[config.mk]
export PLATFORM = sky130hd
export DESIGN_NAME = bitfield_extract_insert_unit_flat
export DESIGN_NICKNAME = d
export VERILOG_FILES = /design/src/bfeiu_pkg.sv /design/src/bfeiu_if.sv /design/src/bfeiu_align.sv /design/src/bfeiu_field.sv /design/src/bfeiu_merge.sv /design/src/bitfield_extract_insert_unit.sv /design/src/flat_wrapper.sv
export VERILOG_INCLUDE_DIRS = /design/src /design/src/src
export SDC_FILE = /design/constraint.sdc
export NUM_CORES = 1
export LEC_CHECK = 0
export BUFFER_PORTS_ARGS = -buffer_cell sky130_fd_sc_hd__buf_2
export CORE_ASPECT_RATIO = 2
export CORE_MARGIN = 4
export CORE_UTILIZATION = 61
export DETAILED_ROUTE_END_ITERATION = 8
export PLACE_DENSITY_LB_ADDON = 0.2
export SYNTH_ARGS = -nofsm -noshare
export SYNTH_HDL_FRONTEND = slang
export SYNTH_SLANG_ARGS = --single-unit
[constraint.sdc]
create_clock -name clk -period 14.4 [get_ports clk]
set_input_delay 0 -clock clk [delete_from_list [all_inputs] [get_ports clk]]
set_output_delay 0 -clock clk [all_outputs]
set_load 0.02 [all_outputs]
[src/bitfield_extract_insert_unit_defines.svh]
// assertion macros for the bit-field unit
`ifndef BITFIELD_EXTRACT_INSERT_UNIT_DEFINES_SVH
`define BITFIELD_EXTRACT_INSERT_UNIT_DEFINES_SVH

`ifndef SYNTHESIS
`define BFEIU_ASSERT_IMP(label, a, b) \
  label: assert property (@(posedge clk) disable iff (rst) (a) |-> (b)) \
    else $error("bit-field unit check failed");
`define BFEIU_ASSERT_NEXT(label, a, b) \
  label: assert property (@(posedge clk) disable iff (rst) (a) |=> (b)) \
    else $error("bit-field unit check failed");
`else
`define BFEIU_ASSERT_IMP(label, a, b)
`define BFEIU_ASSERT_NEXT(label, a, b)
`endif

`endif

[src/bfeiu_pkg.sv]
// shared types, codes and the cycle table of the bit-field unit
package bfeiu_pkg;

  typedef enum logic [2:0] {
    OP_TST  = 3'd0,
    OP_EXTU = 3'd1,
    OP_CHG  = 3'd2,
    OP_EXTS = 3'd3,
    OP_CLR  = 3'd4,
    OP_FFO  = 3'd5,
    OP_SET  = 3'd6,
    OP_INS  = 3'd7
  } op_t;

  // access class: register, memory in four bytes, memory reaching the fifth byte
  typedef enum logic [1:0] {
    CLS_REG  = 2'd0,
    CLS_MEM4 = 2'd1,
    CLS_MEM5 = 2'd2
  } cls_t;

  typedef struct packed {
    op_t         op;
    logic        en;
    logic        mem;
    logic        x;
    logic [39:0] dd;
    logic [31:0] off;
    logic [31:0] ins;
    logic [31:0] window;   // field left-aligned at bit 31
    logic [31:0] topmask;  // top width bits set
    logic [5:0]  width;
    logic [4:0]  o;
    cls_t        cls;
  } s1_t;

  typedef struct packed {
    op_t         op;
    logic        en;
    logic        mem;
    logic        x;
    logic [39:0] dd;
    logic [31:0] off;
    logic [31:0] topmask;
    logic [31:0] nf;       // new field, left-aligned
    logic [31:0] ext;      // extracted field, zero or sign extended
    logic [5:0]  lz;
    logic [4:0]  o;
    cls_t        cls;
    logic        n;
    logic        z;
    logic        wr_dest;
    logic        wr_reg;
  } s2_t;

  function automatic logic [5:0] cycles(op_t op, cls_t cls);
    logic [5:0] c_reg;
    logic [5:0] c_m4;
    logic [5:0] c_m5;
    logic [5:0] r;
    unique case (op)
      OP_TST: begin
        c_reg = 6'd7;  c_m4 = 6'd12; c_m5 = 6'd16;
      end
      OP_EXTU, OP_EXTS: begin
        c_reg = 6'd8;  c_m4 = 6'd13; c_m5 = 6'd18;
      end
      OP_CHG, OP_CLR, OP_SET: begin
        c_reg = 6'd12; c_m4 = 6'd16; c_m5 = 6'd24;
      end
      OP_FFO: begin
        c_reg = 6'd18; c_m4 = 6'd24; c_m5 = 6'd32;
      end
      OP_INS: begin
        c_reg = 6'd10; c_m4 = 6'd15; c_m5 = 6'd21;
      end
    endcase
    unique case (cls)
      CLS_REG:  r = c_reg;
      CLS_MEM4: r = c_m4;
      default:  r = c_m5;
    endcase
    return r;
  endfunction

endpackage

[src/bfeiu_if.sv]
// word channels of the bit-field unit
interface bfeiu_in_if;
  logic               valid;
  logic               ready;
  logic [2:0]         op;
  logic               mem_mode;
  logic [39:0]        dest_data;
  logic signed [31:0] field_offset;
  logic [4:0]         width_code;
  logic [31:0]        insert_value;
  logic               x_in;

  modport source (output valid, op, mem_mode, dest_data, field_offset, width_code,
                  insert_value, x_in, input ready);
  modport sink (input valid, op, mem_mode, dest_data, field_offset, width_code,
                insert_value, x_in, output ready);
endinterface

interface bfeiu_out_if;
  logic        valid;
  logic        ready;
  logic [39:0] dest_out;
  logic        write_dest;
  logic [31:0] reg_result;
  logic        write_reg;
  logic [4:0]  ccr;
  logic [5:0]  cycle_count;
  logic        illegal;

  modport source (output valid, dest_out, write_dest, reg_result, write_reg, ccr,
                  cycle_count, illegal, input ready);
  modport sink (input valid, dest_out, write_dest, reg_result, write_reg, ccr,
                cycle_count, illegal, output ready);
endinterface

[src/bfeiu_align.sv]
// first stage: width decode and alignment of the field window
module bfeiu_align (
  input  logic            clk,
  input  logic            rst,
  input  logic            enable,
  bfeiu_in_if.sink        item,
  input  logic            ready_out,
  output logic            valid_out,
  output bfeiu_pkg::s1_t  data_out
);
  import bfeiu_pkg::*;

  logic        valid;
  logic [5:0]  width;
  logic [4:0]  o;
  logic [39:0] w40;
  logic [39:0] sh40;
  logic [6:0]  span;
  s1_t         nxt;

  assign item.ready = !valid || ready_out;
  assign valid_out  = valid;

  always_comb begin
    width = (item.width_code == 5'd0) ? 6'd32 : {1'b0, item.width_code};
    o     = item.mem_mode ? {2'b00, item.field_offset[2:0]} : item.field_offset[4:0];
    // register mode: pad below bit 0 so that nothing wraps in
    w40   = item.mem_mode ? item.dest_data : {item.dest_data[31:0], 8'h00};
    sh40  = w40 << o;
    span  = {2'b00, o} + {1'b0, width};

    nxt.op      = op_t'(item.op);
    nxt.en      = enable;
    nxt.mem     = item.mem_mode;
    nxt.x       = item.x_in;
    nxt.dd      = item.dest_data;
    nxt.off     = item.field_offset;
    nxt.ins     = item.insert_value;
    nxt.window  = sh40[39:8];
    nxt.topmask = ~(32'hFFFF_FFFF >> width);
    nxt.width   = width;
    nxt.o       = o;
    priority if (!item.mem_mode) begin
      nxt.cls = CLS_REG;
    end else if (span > 7'd32) begin
      nxt.cls = CLS_MEM5;
    end else begin
      nxt.cls = CLS_MEM4;
    end
  end

  always_ff @(posedge clk) begin
    if (rst) begin
      valid <= 1'b0;
    end else if (item.ready) begin
      valid <= item.valid;
    end
    if (item.valid && item.ready) begin
      data_out <= nxt;
    end
  end

endmodule

[src/bfeiu_field.sv]
// second stage: field value, flags, new field and leading-zero search
module bfeiu_field (
  input  logic            clk,
  input  logic            rst,
  input  logic            valid_in,
  input  bfeiu_pkg::s1_t  data_in,
  output logic            ready_in,
  input  logic            ready_out,
  output logic            valid_out,
  output bfeiu_pkg::s2_t  data_out
);
  import bfeiu_pkg::*;

  logic               valid;
  logic [31:0]        fieldl;
  logic [31:0]        insl;
  logic [4:0]         shamt;
  logic signed [31:0] win_s;
  logic [31:0]        sext;
  logic [31:0]        fval;
  logic [5:0]         lz;
  s2_t                nxt;

  assign ready_in  = !valid || ready_out;
  assign valid_out = valid;

  always_comb begin
    fieldl = data_in.window & data_in.topmask;
    shamt  = 5'(6'd32 - data_in.width);
    fval   = fieldl >> shamt;
    win_s  = $signed(data_in.window);
    sext   = 32'(win_s >>> shamt);
    insl   = data_in.ins << shamt;

    // priority encoder, a zero field counts as its width
    lz = data_in.width;
    for (int i = 0; i < 32; i++) begin
      if (fieldl[i]) begin
        lz = 6'(31 - i);
      end
    end

    nxt.op      = data_in.op;
    nxt.en      = data_in.en;
    nxt.mem     = data_in.mem;
    nxt.x       = data_in.x;
    nxt.dd      = data_in.dd;
    nxt.off     = data_in.off;
    nxt.topmask = data_in.topmask;
    nxt.o       = data_in.o;
    nxt.cls     = data_in.cls;
    nxt.lz      = lz;
    nxt.ext     = (data_in.op == OP_EXTS) ? sext : fval;
    nxt.n       = data_in.window[31];
    nxt.z       = (fieldl == 32'd0);
    nxt.wr_dest = 1'b0;
    nxt.wr_reg  = 1'b0;
    nxt.nf      = fieldl;
    unique case (data_in.op)
      OP_TST: begin
      end
      OP_EXTU, OP_EXTS, OP_FFO: begin
        nxt.wr_reg = 1'b1;
      end
      OP_CHG: begin
        nxt.nf      = ~data_in.window & data_in.topmask;
        nxt.wr_dest = 1'b1;
      end
      OP_CLR: begin
        nxt.nf      = 32'd0;
        nxt.wr_dest = 1'b1;
      end
      OP_SET: begin
        nxt.nf      = data_in.topmask;
        nxt.wr_dest = 1'b1;
      end
      OP_INS: begin
        // flags follow the inserted value
        nxt.nf      = insl;
        nxt.n       = insl[31];
        nxt.z       = (insl == 32'd0);
        nxt.wr_dest = 1'b1;
      end
    endcase
  end

  always_ff @(posedge clk) begin
    if (rst) begin
      valid <= 1'b0;
    end else if (ready_in) begin
      valid <= valid_in;
    end
    if (valid_in && ready_in) begin
      data_out <= nxt;
    end
  end

endmodule

[src/bfeiu_merge.sv]
// third stage: merge of the new field, register result and output register
module bfeiu_merge (
  input  logic            clk,
  input  logic            rst,
  input  logic            valid_in,
  input  bfeiu_pkg::s2_t  data_in,
  output logic            ready_in,
  bfeiu_out_if.source     result
);
  import bfeiu_pkg::*;

  typedef struct packed {
    logic [39:0] dest_out;
    logic        write_dest;
    logic [31:0] reg_result;
    logic        write_reg;
    logic [4:0]  ccr;
    logic [5:0]  cycle_count;
    logic        illegal;
  } res_t;

  logic        valid;
  logic [39:0] m40;
  logic [39:0] n40;
  logic [39:0] dout;
  logic [31:0] r32;
  res_t        nxt;
  res_t        res;

  assign ready_in = !valid || result.ready;

  always_comb begin
    m40 = {data_in.topmask, 8'h00} >> data_in.o;
    n40 = {data_in.nf, 8'h00} >> data_in.o;
    // register mode drops what falls below bit 0 and keeps the top byte
    r32 = (data_in.dd[31:0] & ~m40[39:8]) | n40[39:8];
    priority if (!data_in.wr_dest) begin
      dout = data_in.dd;
    end else if (data_in.mem) begin
      dout = (data_in.dd & ~m40) | n40;
    end else begin
      dout = {data_in.dd[39:32], r32};
    end

    nxt.dest_out    = dout;
    nxt.write_dest  = data_in.wr_dest;
    nxt.write_reg   = data_in.wr_reg;
    nxt.ccr         = {data_in.x, data_in.n, data_in.z, 2'b00};
    nxt.cycle_count = cycles(data_in.op, data_in.cls);
    nxt.illegal     = 1'b0;
    unique case (data_in.op)
      OP_EXTU, OP_EXTS: nxt.reg_result = data_in.ext;
      OP_FFO:           nxt.reg_result = data_in.off + {26'd0, data_in.lz};
      default:          nxt.reg_result = 32'd0;
    endcase
    if (!data_in.en) begin
      nxt         = '0;
      nxt.illegal = 1'b1;
    end
  end

  always_ff @(posedge clk) begin
    if (rst) begin
      valid <= 1'b0;
    end else if (ready_in) begin
      valid <= valid_in;
    end
    if (valid_in && ready_in) begin
      res <= nxt;
    end
  end

  assign result.valid       = valid;
  assign result.dest_out    = res.dest_out;
  assign result.write_dest  = res.write_dest;
  assign result.reg_result  = res.reg_result;
  assign result.write_reg   = res.write_reg;
  assign result.ccr         = res.ccr;
  assign result.cycle_count = res.cycle_count;
  assign result.illegal     = res.illegal;

endmodule

[src/bitfield_extract_insert_unit.sv]
// top level of the bit-field unit: enable register and three-stage pipeline
//
//   channel  dir  handshake      carries
//   item     in   valid/ready    op, mem_mode, dest_data, field_offset, width_code,
//                                insert_value, x_in
//   result   out  valid/ready    dest_out, write_dest, reg_result, write_reg, ccr,
//                                cycle_count, illegal
//   apb      in   psel/penable   bitfield_enable at byte address 0
//
// one word accepted per cycle while no stage stalls; a result passes the align, field and merge registers
// stages: window alignment, field and leading-zero search, merge and add
// each stage holds its word while the next is full; a stall loses nothing
// synchronous reset empties the pipeline and sets bitfield_enable to one
`include "bitfield_extract_insert_unit_defines.svh"

module bitfield_extract_insert_unit (
  input  logic        clk,
  input  logic        rst,
  input  logic        psel,
  input  logic        penable,
  input  logic        pwrite,
  input  logic [2:0]  paddr,
  input  logic [31:0] pwdata,
  output logic [31:0] prdata,
  output logic        pready,
  bfeiu_in_if.sink    item,
  bfeiu_out_if.source result
);
  import bfeiu_pkg::*;

  localparam logic REG_ENABLE = 1'b0;

  logic bitfield_enable;
  logic v1;
  logic v2;
  logic r2;
  logic r3;
  s1_t  d1;
  s2_t  d2;

  assign pready = 1'b1;
  assign prdata = (paddr[2] == REG_ENABLE) ? {31'd0, bitfield_enable} : 32'd0;

  always_ff @(posedge clk) begin
    if (rst) begin
      bitfield_enable <= 1'b1;
    end else if (psel && penable && pwrite && paddr[2] == REG_ENABLE) begin
      bitfield_enable <= pwdata[0];
    end
  end

  bfeiu_align u_align (
    .clk       (clk),
    .rst       (rst),
    .enable    (bitfield_enable),
    .item      (item),
    .ready_out (r2),
    .valid_out (v1),
    .data_out  (d1)
  );

  bfeiu_field u_field (
    .clk       (clk),
    .rst       (rst),
    .valid_in  (v1),
    .data_in   (d1),
    .ready_in  (r2),
    .ready_out (r3),
    .valid_out (v2),
    .data_out  (d2)
  );

  bfeiu_merge u_merge (
    .clk      (clk),
    .rst      (rst),
    .valid_in (v2),
    .data_in  (d2),
    .ready_in (r3),
    .result   (result)
  );

  // a disabled word carries nothing but its illegal flag
  `BFEIU_ASSERT_IMP(a_illegal_clean, result.valid && result.illegal,
    !result.write_dest && !result.write_reg && result.reg_result == 32'd0
    && result.dest_out == 40'd0 && result.cycle_count == 6'd0)
  // a legal word writes back to at most one place and reports a nonzero cycle_count from the table
  `BFEIU_ASSERT_IMP(a_one_target, result.valid && !result.illegal,
    !(result.write_dest && result.write_reg) && result.cycle_count >= 6'd7)
  // a stage that is stalled keeps its word
  `BFEIU_ASSERT_NEXT(a_stage2_hold, v2 && !r3, v2 && $stable(d2))

endmodule
[src/flat_wrapper.sv]
// flat-port wrapper written by rule: the top's interface ports become plain ports
module bitfield_extract_insert_unit_flat import bfeiu_pkg::*;
  (clk, rst, psel, penable, pwrite, paddr, pwdata, prdata, pready, item_valid, item_op, item_mem_mode, item_dest_data, item_field_offset, item_width_code, item_insert_value, item_x_in, item_ready, result_valid, result_dest_out, result_write_dest, result_reg_result, result_write_reg, result_ccr, result_cycle_count, result_illegal, result_ready);
  bfeiu_in_if item_i ();
  bfeiu_out_if result_i ();
  input  logic clk;
  input  logic rst;
  input  logic psel;
  input  logic penable;
  input  logic pwrite;
  input  logic [2:0] paddr;
  input  logic [31:0] pwdata;
  output logic [31:0] prdata;
  output logic pready;
  input wire logic [$bits(item_i.valid)-1:0] item_valid;
  input wire logic [$bits(item_i.op)-1:0] item_op;
  input wire logic [$bits(item_i.mem_mode)-1:0] item_mem_mode;
  input wire logic [$bits(item_i.dest_data)-1:0] item_dest_data;
  input wire logic [$bits(item_i.field_offset)-1:0] item_field_offset;
  input wire logic [$bits(item_i.width_code)-1:0] item_width_code;
  input wire logic [$bits(item_i.insert_value)-1:0] item_insert_value;
  input wire logic [$bits(item_i.x_in)-1:0] item_x_in;
  output wire logic [$bits(item_i.ready)-1:0] item_ready;
  output wire logic [$bits(result_i.valid)-1:0] result_valid;
  output wire logic [$bits(result_i.dest_out)-1:0] result_dest_out;
  output wire logic [$bits(result_i.write_dest)-1:0] result_write_dest;
  output wire logic [$bits(result_i.reg_result)-1:0] result_reg_result;
  output wire logic [$bits(result_i.write_reg)-1:0] result_write_reg;
  output wire logic [$bits(result_i.ccr)-1:0] result_ccr;
  output wire logic [$bits(result_i.cycle_count)-1:0] result_cycle_count;
  output wire logic [$bits(result_i.illegal)-1:0] result_illegal;
  input wire logic [$bits(result_i.ready)-1:0] result_ready;
  assign item_i.valid = item_valid;
  assign item_i.op = item_op;
  assign item_i.mem_mode = item_mem_mode;
  assign item_i.dest_data = item_dest_data;
  assign item_i.field_offset = item_field_offset;
  assign item_i.width_code = item_width_code;
  assign item_i.insert_value = item_insert_value;
  assign item_i.x_in = item_x_in;
  assign item_ready = item_i.ready;
  assign result_valid = result_i.valid;
  assign result_dest_out = result_i.dest_out;
  assign result_write_dest = result_i.write_dest;
  assign result_reg_result = result_i.reg_result;
  assign result_write_reg = result_i.write_reg;
  assign result_ccr = result_i.ccr;
  assign result_cycle_count = result_i.cycle_count;
  assign result_illegal = result_i.illegal;
  assign result_i.ready = result_ready;
  bitfield_extract_insert_unit u_core (.clk(clk), .rst(rst), .psel(psel), .penable(penable), .pwrite(pwrite), .paddr(paddr), .pwdata(pwdata), .prdata(prdata), .pready(pready), .item(item_i), .result(result_i));
endmodule
==> impl_metrics.json <==
{
  "cts-root-buf": "clkbuf_16",
  "netlist_area_um2": 29300,
  "post-route-min-period_ns": 5.41,
  "grt_max_degree": 154,
  "cts_buffers": 40,
  "max-clock-path-buffers": 3,
  "setup.worst_path.end_class": "flip-flop",
  "ys.flop_type": "edfxtp_1",
  "final_max_slew_viol_count": 0,
  "path_buf_inv": 4,
  "routed_wl_um": 110000,
  "die_area_um2": 51900,
  "placed_area_um2": 30600,
  "clock_skew_ns": 0.0148,
  "ios": 277,
  "grt_first_pass_wirelength_um": 161000,
  "critPathLaunch": "u_core.u_align.data_out[7]",
  "dpl.hpwl_um": 78000,
  "postRouteAntennaNets": 0,
  "path_cells": "buf_4 > clkinv_1 > buf_4 > ha_4 > buf_4 > nor2_1 > and3_1 > a21oi_1 > nand2_1 > o21ai_0 > a41oi_1 > o41ai_2",
  "status": "finished, final reports clean",
  "die_h_um": 318,
  "grtUsageTotal": 0.421,
  "timing.rr.start": "u_core.u_align.data_out[7]",
  "die_w_um": 163,
  "synth_commonest_cells": "edfxtp_1 (455), nand2_1 (410), nor2_1 (238), a21oi_1 (224), o21ai_0 (220)",
  "setup_slack_ns": 8.99,
  "initial_core_util": 0.618,
  "design_area_um2": 33100,
  "vdd_drop_max_v": 0.000119,
  "yosysTopAreaCellShare": 0.466,
  "clock_insertion_delay_worst_skew_ns": 0.57,
  "gp_congestion": 1.16,
  "cts_num_sinks": 472,
  "cts-htree-levels": 2,
  "vias_per_cell": 7.00,
  "setup_viol": 0,
  "async_flop_share": 0,
  "dr_total_vias": 25481,
  "cpMostUsedCell": "buf_4",
  "wl_per_cell_um": 30.3,
  "hold_violations": 0,
  "layout_worst_path_cycle_share": 0.375,
  "cp_max_fo": 75,
  "coreArea_um2": 47500,
  "cts_tree": "yes",
  "ys_ff_latch": 472,
  "required_ns": 14.70,
  "drive_gt1_frac": 0.177,
  "fin_setup_tns_ns": 0,
  "hold_path_depth": 2,
  "rsz0062_at_grt": "false",
  "row_count": 113,
  "nNetsFinal": 3141,
  "first_pass_iters": 7,
  "synth_area_leaders": "edfxtp_1 (47%), mux4_2 (11%), nand2_1 (5.2%)",
  "antenna_found_initial": 6,
  "fin_cells": 3639,
  "max_freq_mhz": 185,
  "rr_worst_depth": 12,
  "synth_cell_type_count": 82,
  "synth_seq_area_share": 0.477,
  "crit_path_start_kind": "flip-flop",
  "crit_cells": 12,
  "dp_slack_ns": 9.21,
  "yosysMostFrequentCell": "edfxtp_1",
  "placedCellCount": 3442,
  "crit_arrival_ns": 5.70,
  "holdCritPathClass": "in2reg",
  "ys_warn_count": 0,
  "slew-limit-headroom": 0.123,
  "cpMaxStageDelayCell": "buf_4",
  "grt_pass1_vias": 24650,
  "drc_errors": 0,
  "synth_area_per_cell_um2": 10.6,
  "drv_cap": 0,
  "worstSetupPathType": "reg2reg",
  "timing.rr.end": "u_core.u_field.data_out[2]",
  "p_leak_nw": 12.3,
  "crit_end": "u_core.u_field.data_out[2]",
  "top_register": "u_core.u_field.data_out",
  "drt_iter0_drc": 3600,
  "synth_edf_count": 455,
  "largest_reg_flops": 188,
  "area_growth_pct": 12.7,
  "syn_inst": 2770,
  "p_per_area_nw_per_um2": 116,
  "slowest_delay_ns": 0.78,
  "yosys.area.top_type": "edfxtp_1",
  "grt-ovfl-total": 0,
  "io_buffers": 209,
  "cts.clk_slew.worst_paths_ns": 0.06,
  "r2r_slack_ns": 8.99,
  "tightest_slew_ns": 1.31,
  "crit_family": "buffers and inverters"
}
worst register-to-register path, delay by kind of cell, from the launching register on:
family | cells | cell delay [ns]
buffers and inverters | 4 | 1.54
DFF | 1 | 0.32
AOI/OAI and AO/OA | 4 | 1.49
and+or+nand+nor | 3 | 1.04
adders and majority gates | 1 | 0.76
routing by layer:
metal	global-route usage	wire length, um	up-vias
met5	0	13	-
met4	0.402	14500	2
met3	0.0752	10100	622
met2	0.694	53000	1951
met1	0.444	32800	12103
li1	-	-	10803
cell families after synthesis:
logic type | Yosys count | synth area share
AND/OR/NAND/NOR | 875 | 0.129
flip-flops | 472 | 0.477
AO/OA/AOI/OAI | 735 | 0.152
XOR/XNOR | 40 | 0.0128
multiplexers | 332 | 0.176
other | 2 | 0.000256
buffers and inverters | 299 | 0.0459
adder cells (fa/ha/maj) | 15 | 0.00682
per-stage QoR:
| step | total power [mW] | hold slack [ns] | util |
|---|---|---|---|
| 3_3_place_gp | 2.67 | 0.177 | 0.643 |
| 4_1_cts | 3.79 | 0.0995 | 0.696 |
| 6_report | 3.85 | 0.134 | 0.696 |
| 5_1_grt | 3.97 | 0.136 | 0.696 |
| 2_1_floorplan | 2.36 | 0.0691 | - |
| 3_5_place_dp | 2.69 | 0.178 | 0.643 |
placed cells by master (no fill, tap or decap), drive strengths merged, types with 15 or more instances in the layout:
cell / instances
mux2i: 138
o21ai: 221
nor3: 29
clkbuf: 46
inv: 56
nor2: 238
nor2b: 18
mux2: 52
and3: 15
xnor2: 24
dlygate4sd3: 119
dfxtp: 17
nand2: 410
and2: 28
a21o: 24
mux4: 142
nand3: 77
a22oi: 25
o211ai: 34
o22ai: 36
clkinv: 24
a211oi: 41
conb: 35
xor2: 16
a31oi: 26
a21oi: 225
buf: 247
edfxtp: 455
area by class of cell:
cell class / instances / area [um^2]
sequential: 472 / 14000
inverter: 59 / 226
clock inverter: 25 / 236
fill: 3359 / 14400
tap: 632 / 791
timing repair buffer: 366 / 2530
antenna: 7 / 17.5
clock buffer: 46 / 1060
multi-input combinational: 2032 / 14200
what timing repair did:
| action | 4_1_cts | 5_1_grt |
|---|---|---|
| gates resized for setup | 0 | 0 |
| hold endpoints to repair | 140 | 0 |
| buffers inserted | 0 | 0 |
| hold buffers | 119 | 0 |
power breakdown:
part,total [mW],switching [mW],internal [mW]
Clock,1.10,0.511,0.592
Sequential,1.76,0.136,1.63
Combinational,0.983,0.624,0.358
how the worst min path moves through the flow:
stage / endpoint / slack (ns) / startpoint
floorplan: u_core.u_align.valid_out / 0.07 / rst
global placement: u_core.u_align.data_out[128] / 0.18 / item_field_offset[19]
detailed placement: u_core.u_align.data_out[130] / 0.18 / item_field_offset[21]
CTS: u_core.u_align.data_out[182] / 0.1 / item_mem_mode
global route: u_core.u_align.data_out[88] / 0.14 / item_insert_value[11]
finish: u_core.u_align.data_out[93] / 0.13 / item_insert_value[16]
Note: power is estimated with default switching activity, not from simulation.
